**config.mk**
```make
export PLATFORM = sky130hd
export DESIGN_NAME = lamp_touch_key_controller_top
export DESIGN_NICKNAME = d
export VERILOG_FILES = /design/src/ltkc_pkg.sv /design/src/lamp_touch_key_controller_top.sv
export SDC_FILE = /design/constraint.sdc
export NUM_CORES = 1
export LEC_CHECK = 0
export BUFFER_PORTS_ARGS = -buffer_cell sky130_fd_sc_hd__buf_4
export CORE_MARGIN = 10
export CORE_UTILIZATION = 61
export CTS_BUF_LIST = sky130_fd_sc_hd__clkbuf_4 sky130_fd_sc_hd__clkbuf_8
export CTS_CLUSTER_SIZE = 40
export DETAILED_ROUTE_END_ITERATION = 12
export HOLD_SLACK_MARGIN = 0.06
export PLACE_DENSITY = 0.8
export SYNTH_ARGS = -nofsm -noshare
export SYNTH_HDL_FRONTEND = slang
export SYNTH_SLANG_ARGS = --single-unit
```
**constraint.sdc**
```tcl
create_clock -name clk -period 10.5 [get_ports clk]
set_input_delay 1.05 -clock clk [delete_from_list [all_inputs] [get_ports clk]]
set_output_delay 1.05 -clock clk [all_outputs]
set_load 0.005 [all_outputs]
```
**src/ltkc_pkg.sv**
```systemverilog
// Shared constants and types for the lamp touch/key controller.
package ltkc_pkg;

  // Stream word widths
  localparam int IN_TDATA_W  = 40;
  localparam int OUT_TDATA_W = 16;

  // Configuration port
  localparam int CFG_INDEX_W = 4;
  localparam int CFG_DATA_W  = 16;

  localparam logic [CFG_INDEX_W-1:0] REG_LEVEL_ZERO          = 4'd0;
  localparam logic [CFG_INDEX_W-1:0] REG_LEVEL_ONE           = 4'd1;
  localparam logic [CFG_INDEX_W-1:0] REG_LEVEL_TWO           = 4'd2;
  localparam logic [CFG_INDEX_W-1:0] REG_LEVEL_THREE         = 4'd3;
  localparam logic [CFG_INDEX_W-1:0] REG_LONG_PRESS_MS       = 4'd4;
  localparam logic [CFG_INDEX_W-1:0] REG_IDLE_OFF_TICKS      = 4'd5;
  localparam logic [CFG_INDEX_W-1:0] REG_LOW_POWER_OFF_TICKS = 4'd6;
  localparam logic [CFG_INDEX_W-1:0] REG_OFF_GRACE_TICKS     = 4'd7;

  // Register reset values
  localparam logic [7:0]  LEVEL_ZERO_RST          = 8'd0;
  localparam logic [7:0]  LEVEL_ONE_RST           = 8'd64;
  localparam logic [7:0]  LEVEL_TWO_RST           = 8'd128;
  localparam logic [7:0]  LEVEL_THREE_RST         = 8'd255;
  localparam logic [15:0] LONG_PRESS_MS_RST       = 16'd1000;
  localparam logic [15:0] IDLE_OFF_TICKS_RST      = 16'd60000;
  localparam logic [15:0] LOW_POWER_OFF_TICKS_RST = 16'd30000;
  localparam logic [15:0] OFF_GRACE_TICKS_RST     = 16'd1000;

  // Fixed behavior constants
  localparam logic [7:0]  RAMP_TOP        = 8'd255;
  localparam logic [7:0]  RAMP_FLOOR      = 8'd20;
  localparam logic [7:0]  LOW_POWER_LEVEL = 8'd12;
  localparam logic [4:0]  TOUCH_PHASES    = 5'd15;
  localparam logic [4:0]  KEY_PHASES      = 5'd10;
  localparam logic [16:0] COUNT_MAX       = 17'h1FFFF;

  // Result word, lowest bit first: write, luminance, colour, dot, off, shutdown
  typedef struct packed {
    logic [2:0] pad;
    logic       shutdown;
    logic       off_pending;
    logic       dot_mode_toggle;
    logic       colour_step;
    logic [7:0] luminance;
    logic       luminance_write;
  } result_t;

endpackage

```
**src/lamp_touch_key_controller_top.sv**
```systemverilog
// Top level of the lamp touch/key controller: per-tick state update and result register.
//
// Each accepted poll word produces exactly one result word in the next cycle. The block
// accepts a new poll word in every cycle: the whole tick update (two 32-bit elapsed-time
// compares, the level step, and the idle counter add and compare) settles between the
// input port and the single result register, and s_axis_tready stays high while that
// register is empty or being taken. Throughput is one word per cycle; back pressure on
// the result side stalls input only while a result waits. After shutdown every further
// word is answered with shutdown and off_pending set and the block state frozen.
// The user writes configuration on cfg only while idle; the block itself does not check.
module lamp_touch_key_controller_top (
  input  logic                               clk,
  input  logic                               rst,
  // poll word: touch_level[0], key_level[1], low_power[2], now_ms[34:3], zero pad
  input  logic                               s_axis_tvalid,
  output logic                               s_axis_tready,
  input  logic [ltkc_pkg::IN_TDATA_W-1:0]    s_axis_tdata,
  // result word: luminance_write[0], luminance[8:1], colour_step[9],
  // dot_mode_toggle[10], off_pending[11], shutdown[12], zero pad
  output logic                               m_axis_tvalid,
  input  logic                               m_axis_tready,
  output logic [ltkc_pkg::OUT_TDATA_W-1:0]   m_axis_tdata,
  input  logic                               cfg_valid,
  output logic                               cfg_ready,
  input  logic [ltkc_pkg::CFG_INDEX_W-1:0]   cfg_index,
  input  logic [ltkc_pkg::CFG_DATA_W-1:0]    cfg_data
);

  // Configuration registers
  logic [7:0]  level_zero, level_one, level_two, level_three;
  logic [15:0] long_press_ms, idle_off_ticks, low_power_off_ticks, off_grace_ticks;

  // Tick state
  logic        started, touch_seen_released, key_seen_released;
  logic        previous_touch, previous_key;
  logic [31:0] touch_start_ms, key_start_ms;
  logic [3:0]  touch_hold_phase, key_hold_phase;
  logic        ramp_up;
  logic [7:0]  current_level;
  logic        pending_off;
  logic [16:0] idle_count;
  logic        low_power_latched, halted;

  logic        started_next, touch_seen_released_next, key_seen_released_next;
  logic        previous_touch_next, previous_key_next;
  logic [31:0] touch_start_ms_next, key_start_ms_next;
  logic [3:0]  touch_hold_phase_next, key_hold_phase_next;
  logic        ramp_up_next;
  logic [7:0]  current_level_next;
  logic        pending_off_next;
  logic [16:0] idle_count_next;
  logic        low_power_latched_next, halted_next;

  // Result register
  logic              out_valid;
  ltkc_pkg::result_t out_word;
  ltkc_pkg::result_t out_word_next;

  logic        in_accept;
  logic        touch, key, lowp;
  logic [31:0] now_ms;

  assign touch  = s_axis_tdata[0];
  assign key    = s_axis_tdata[1];
  assign lowp   = s_axis_tdata[2];
  assign now_ms = s_axis_tdata[34:3];

  assign s_axis_tready = !out_valid || m_axis_tready;
  assign in_accept     = s_axis_tvalid && s_axis_tready;
  assign m_axis_tvalid = out_valid;
  assign m_axis_tdata  = out_word;
  assign cfg_ready     = 1'b1;

  // Work out the next state and the result for the word at the input
  always_comb begin
    logic        wr, col, dot, sd;
    logic [31:0] touch_elapsed, key_elapsed;
    logic [4:0]  touch_phase_inc, key_phase_inc;
    logic [15:0] limit;
    logic [16:0] idle_inc, shutdown_limit;

    started_next             = started;
    touch_seen_released_next = touch_seen_released;
    key_seen_released_next   = key_seen_released;
    previous_touch_next      = previous_touch;
    previous_key_next        = previous_key;
    touch_start_ms_next      = touch_start_ms;
    key_start_ms_next        = key_start_ms;
    touch_hold_phase_next    = touch_hold_phase;
    key_hold_phase_next      = key_hold_phase;
    ramp_up_next             = ramp_up;
    current_level_next       = current_level;
    pending_off_next         = pending_off;
    idle_count_next          = idle_count;
    low_power_latched_next   = low_power_latched;
    halted_next              = halted;
    wr  = 1'b0;
    col = 1'b0;
    dot = 1'b0;
    sd  = 1'b0;
    touch_elapsed   = 32'd0;
    key_elapsed     = 32'd0;
    touch_phase_inc = 5'd0;
    key_phase_inc   = 5'd0;
    limit           = 16'd0;
    idle_inc        = 17'd0;
    shutdown_limit  = 17'd0;

    if (halted) begin
      sd = 1'b1;
    end else begin
      // load level one and start times on the first tick
      if (!started) begin
        started_next        = 1'b1;
        current_level_next  = level_one;
        touch_start_ms_next = now_ms;
        key_start_ms_next   = now_ms;
      end
      if (!touch) touch_seen_released_next = 1'b1;
      if (!key) key_seen_released_next = 1'b1;

      if (touch_seen_released_next && key_seen_released_next) begin
        touch_elapsed   = now_ms - touch_start_ms_next;
        key_elapsed     = now_ms - key_start_ms_next;
        touch_phase_inc = {1'b0, touch_hold_phase} + 5'd1;
        key_phase_inc   = {1'b0, key_hold_phase} + 5'd1;

        // touch: low power override, hold ramp or short-press step
        if (lowp) begin
          current_level_next = pending_off ? 8'd0 : ltkc_pkg::LOW_POWER_LEVEL;
          wr = 1'b1;
        end else if (touch) begin
          if (!previous_touch) begin
            touch_hold_phase_next = 4'd0;
            touch_start_ms_next   = now_ms;
          end else if (touch_elapsed > {16'd0, long_press_ms}) begin
            if (touch_phase_inc >= ltkc_pkg::TOUCH_PHASES) begin
              touch_hold_phase_next = 4'd0;
              if (current_level_next == ltkc_pkg::RAMP_TOP) ramp_up_next = 1'b0;
              else if (current_level_next <= ltkc_pkg::RAMP_FLOOR) ramp_up_next = 1'b1;
              current_level_next = ramp_up_next ? current_level_next + 8'd1
                                                : current_level_next - 8'd1;
              wr = 1'b1;
            end else begin
              touch_hold_phase_next = touch_phase_inc[3:0];
            end
          end
        end else if (previous_touch) begin
          if (touch_elapsed <= {16'd0, long_press_ms}) begin
            if (current_level_next < level_one) current_level_next = level_one;
            else if (current_level_next < level_two) current_level_next = level_two;
            else if (current_level_next < level_three) current_level_next = level_three;
            else current_level_next = level_zero;
            wr = 1'b1;
          end
        end

        // key: hold pulses colour step, short press pulses dot toggle
        if (key) begin
          if (!previous_key) begin
            key_hold_phase_next = 4'd0;
            key_start_ms_next   = now_ms;
          end else if (key_elapsed > {16'd0, long_press_ms}) begin
            if (key_phase_inc >= ltkc_pkg::KEY_PHASES) begin
              key_hold_phase_next = 4'd0;
              col = 1'b1;
            end else begin
              key_hold_phase_next = key_phase_inc[3:0];
            end
          end
        end else if (previous_key) begin
          if (key_elapsed <= {16'd0, long_press_ms}) dot = 1'b1;
        end

        previous_touch_next = touch;
        previous_key_next   = key;

        // count idle or low-power ticks toward shutdown
        if (lowp || current_level_next == level_zero) begin
          if (lowp) low_power_latched_next = 1'b1;
          limit    = low_power_latched_next ? low_power_off_ticks : idle_off_ticks;
          idle_inc = (idle_count < ltkc_pkg::COUNT_MAX) ? idle_count + 17'd1 : idle_count;
          idle_count_next = idle_inc;
          shutdown_limit  = {1'b0, limit} + {1'b0, off_grace_ticks};
          if (idle_inc >= {1'b0, limit}) begin
            pending_off_next = 1'b1;
            if (idle_inc >= shutdown_limit) begin
              halted_next = 1'b1;
              sd = 1'b1;
            end
          end
        end else begin
          idle_count_next = 17'd0;
        end
      end
    end

    out_word_next.pad             = 3'd0;
    out_word_next.shutdown        = sd;
    out_word_next.off_pending     = pending_off_next;
    out_word_next.dot_mode_toggle = dot;
    out_word_next.colour_step     = col;
    out_word_next.luminance       = current_level_next;
    out_word_next.luminance_write = wr;
  end

  // Hold configuration; writes beyond the list are dropped
  always_ff @(posedge clk) begin
    if (rst) begin
      level_zero          <= ltkc_pkg::LEVEL_ZERO_RST;
      level_one           <= ltkc_pkg::LEVEL_ONE_RST;
      level_two           <= ltkc_pkg::LEVEL_TWO_RST;
      level_three         <= ltkc_pkg::LEVEL_THREE_RST;
      long_press_ms       <= ltkc_pkg::LONG_PRESS_MS_RST;
      idle_off_ticks      <= ltkc_pkg::IDLE_OFF_TICKS_RST;
      low_power_off_ticks <= ltkc_pkg::LOW_POWER_OFF_TICKS_RST;
      off_grace_ticks     <= ltkc_pkg::OFF_GRACE_TICKS_RST;
    end else if (cfg_valid && cfg_ready) begin
      case (cfg_index)
        ltkc_pkg::REG_LEVEL_ZERO:          level_zero          <= cfg_data[7:0];
        ltkc_pkg::REG_LEVEL_ONE:           level_one           <= cfg_data[7:0];
        ltkc_pkg::REG_LEVEL_TWO:           level_two           <= cfg_data[7:0];
        ltkc_pkg::REG_LEVEL_THREE:         level_three         <= cfg_data[7:0];
        ltkc_pkg::REG_LONG_PRESS_MS:       long_press_ms       <= cfg_data;
        ltkc_pkg::REG_IDLE_OFF_TICKS:      idle_off_ticks      <= cfg_data;
        ltkc_pkg::REG_LOW_POWER_OFF_TICKS: low_power_off_ticks <= cfg_data;
        ltkc_pkg::REG_OFF_GRACE_TICKS:     off_grace_ticks     <= cfg_data;
        default: ;
      endcase
    end
  end

  // Advance the tick state on each accepted word
  always_ff @(posedge clk) begin
    if (rst) begin
      started             <= 1'b0;
      touch_seen_released <= 1'b0;
      key_seen_released   <= 1'b0;
      previous_touch      <= 1'b0;
      previous_key        <= 1'b0;
      touch_start_ms      <= 32'd0;
      key_start_ms        <= 32'd0;
      touch_hold_phase    <= 4'd0;
      key_hold_phase      <= 4'd0;
      ramp_up             <= 1'b1;
      current_level       <= 8'd0;
      pending_off         <= 1'b0;
      idle_count          <= 17'd0;
      low_power_latched   <= 1'b0;
      halted              <= 1'b0;
    end else if (in_accept) begin
      started             <= started_next;
      touch_seen_released <= touch_seen_released_next;
      key_seen_released   <= key_seen_released_next;
      previous_touch      <= previous_touch_next;
      previous_key        <= previous_key_next;
      touch_start_ms      <= touch_start_ms_next;
      key_start_ms        <= key_start_ms_next;
      touch_hold_phase    <= touch_hold_phase_next;
      key_hold_phase      <= key_hold_phase_next;
      ramp_up             <= ramp_up_next;
      current_level       <= current_level_next;
      pending_off         <= pending_off_next;
      idle_count          <= idle_count_next;
      low_power_latched   <= low_power_latched_next;
      halted              <= halted_next;
    end
  end

  // Hold the result word until it is taken
  always_ff @(posedge clk) begin
    if (rst) begin
      out_valid <= 1'b0;
    end else if (in_accept) begin
      out_valid <= 1'b1;
    end else if (m_axis_tready) begin
      out_valid <= 1'b0;
    end
  end

  always_ff @(posedge clk) begin
    if (in_accept) begin
      out_word <= out_word_next;
    end
  end

endmodule

```
==> flow_summary.toml <==
[power]
power_density_nw_per_um2 = 130
p_leak_nw = 8.06
ir_drop_mv = 0.116
power_mw = 2.42

[sta]
min_period_ns = 7.11
setup_viol = 0
hold_viol = 0
rsz0062_at_grt = "no"
setup_tns_ns = 0
worst_slew_pin_slew_ns = 1.16
slew_headroom = 0.224
max_freq_ghz = 0.141
skew_ns = 0.0364
setup_ws_ns = 3.39
slew_violations = 0
post-route-period-util = 0.677

[die]
die_w_um = 188
dieArea_um2 = 35300
initial_utilization = 0.619
io_pins = 84
coreArea_um2 = 27800
rows = 61
die_h_um = 188

[clocking]
cts_htree_levels = 2
cts_made_buffers = 38
cts.hold.buffers_added = 0
clk_pin_slew_ns = 0.06
postCtsSetupRepairBufs = 0
cts_root_buf = "clkbuf_8"
ctsResizeCount = 0
clock_latency_ns = 0.56
clock_sinks = 216
cts_max_path_buffers = 3
cts_tree = "built"

[placement]
io_buffers = 74
dp_cells = 2582
dp_slack_ns = 3.10
dp_hpwl_um = 35100
gp_congestion = 0.960

[synth]
dominantRegCellSynth = "dfxtp_1"
synthesis.area_um2 = 17200
synth_top_cell_area_share = 0.236
synth_edf_count = 13
syn_avg_cell_area_um2 = 7.70
yosysSeqAreaShare = 0.259
netlist_top_cells_area = "dfxtp_1, ha_1, nand2_1"
postSynthCellCount = 2231
synth_seq_cells = 216
yosysTopAreaCell = "dfxtp_1"
ys_types = 104
yosys_warnings = 0
async_reset_ff_frac = 0

[grt]
grt_overflow = 0
grt_pass1_wl_um = 77800
grtUsageTotal = 0.259
grt_pass1_vias = 15600
grt_max_degree = 71
antenna_found_initial = 0

[final_layout]
area_growth_pct = 8.45
final_common_cell = "nand2_1"
layout-drive-gt1-share = 0.108
antenna_cells = 0
nets = 2489
final_core_util = 0.671
n_fill_cell = 2434
finalNonFillerCells = 2651
mostFrequentLayoutCells = "nand2_1, a21oi_1, dfxtp_1"

[detailed_routing]
vias = 16200
wl_per_cell_um = 17.9
drtIter0Drc = 1051
viasPerCell = 6.13
antenna_left = 0
drc_errors = 0
dr.pass1.iters = 5
drt-total-wl_um = 47500

[job]
maxCapViolations = 0

[critical_path]
start_kind = "register"
cp.arrival_ns = 7.50
worstSetupEndpointType = "register"
worstPathRequired_ns = 10.89
cp_max_fo = 70
crit_type = "reg2reg"

[hold_path]
hold_path.class = "reg2reg"

[run_status]
status = "completed"
power by group:
group          total, mW  internal (mW)  switching [mW]  leakage [nW]
Clock              0.816          0.446           0.370         0.416
Sequential         0.877          0.857          0.0194          1.78
Combinational      0.724          0.280           0.445          5.86
layer usage:
layer | vias up | wire length [um] | track usage
met1 | 7664 | 20600 | 0.326
met5 | - | 0 | 0
met4 | 0 | 1420 | 0.0914
met3 | 100 | 2750 | 0.0367
met2 | 539 | 22700 | 0.443
li1 | 7944 | - | -
worst paths after layout:
kind	start	slack (ns)	depth (start not counted)	end
max reg2reg	started$_SDFFE_PP0P_	3.39	22	idle_count[8]$_SDFFE_PP0P_
max	started$_SDFFE_PP0P_	3.39	22	idle_count[8]$_SDFFE_PP0P_
min	key_start_ms[11]$_SDFFE_PP0P_	0.45	2	key_start_ms[11]$_SDFFE_PP0P_
min reg2reg	key_start_ms[11]$_SDFFE_PP0P_	0.45	2	key_start_ms[11]$_SDFFE_PP0P_
sequential cells by signal (all words and copies together) (netlist names), 4 cells and up:
register / flops
key_start_ms: 32
touch_start_ms: 32
idle_count: 17
idle_off_ticks: 16
long_press_ms: 16
low_power_off_ticks: 16
off_grace_ticks: 16
m_axis_tdata: 13
current_level: 8
level_one: 8
level_three: 8
level_two: 8
level_zero: 8
key_hold_phase: 4
touch_hold_phase: 4
logic make-up after synthesis:
group | share of synthesized area
simple gates | 0.231
compound gates | 0.231
buf+inv | 0.0556
flops | 0.259
fa+ha+maj | 0.133
xor+xnor | 0.0468
mux | 0.0435
other cells | 0.000437
cell usage after synthesis (8+ instances only):
cell type  instances
and4_1             8
xnor2_1           54
a31oi_1           10
o211ai_1          31
nand3b_1          10
xor2_1            36
o21ai_0           58
nand4_1           33
ha_1             176
and3_1            16
a21oi_1          275
mux2_2            10
nand2_1          374
nor2_1           139
a21oi_2           13
nor3_1            34
nand3_1           68
or2_2              8
nand2b_1          21
buf_4              9
nor3_2            10
nor2b_1           47
buf_2             14
a21o_1            41
inv_1            114
nor4_1             8
clkbuf_1          84
or3_1             12
o21bai_1          17
dfxtp_1          203
buf_1             10
mux2i_1           62
edfxtp_1          13
o21a_1            31
a211oi_1          12
and2_1            10
o21ai_1           18
o22ai_1            8
metrics by stage:
| stage | instance area (um^2) | hold slack [ns] |
|---|---|---|
| floorplan | 17200 | 0.433 |
| global placement | 17800 | 0.439 |
| detailed placement | 17800 | 0.447 |
| CTS | 18600 | 0.455 |
| global route | 18600 | 0.468 |
| finish | 18600 | 0.454 |
critical path: stages (launching register included):
cell and delay (ns):
dfxtp_4 0.62, buf_4 0.66, nor2b_1 0.13, a21oi_1 0.20, ha_1 0.36, a21oi_1 0.27, o21ai_1 0.16, a21oi_1 0.17
xnor2_1 0.15, ha_1 0.26, o21ai_0 0.09, nor2_1 0.06, or3_1 0.38, a221oi_2 0.41, nand3_1 0.18, nor4b_2 0.60
nand4_4 0.22, o31a_1 0.32, a31oi_1 0.36, and2_1 0.25, nor4b_4 0.08, a211oi_4 0.86, nor3_1 0.13
area by class of cell:
cell class	count	area (um^2)	area share
inverter	115	432	0.0232
sequential	216	4460	0.239
multi-input combinational	1782	11800	0.633
timing repair buffer	91	683	0.0367
clock buffer	53	679	0.0365
clock inverter	16	110	0.00591
tap	378	473	0.0254
(Power assumes the default switching activity.)
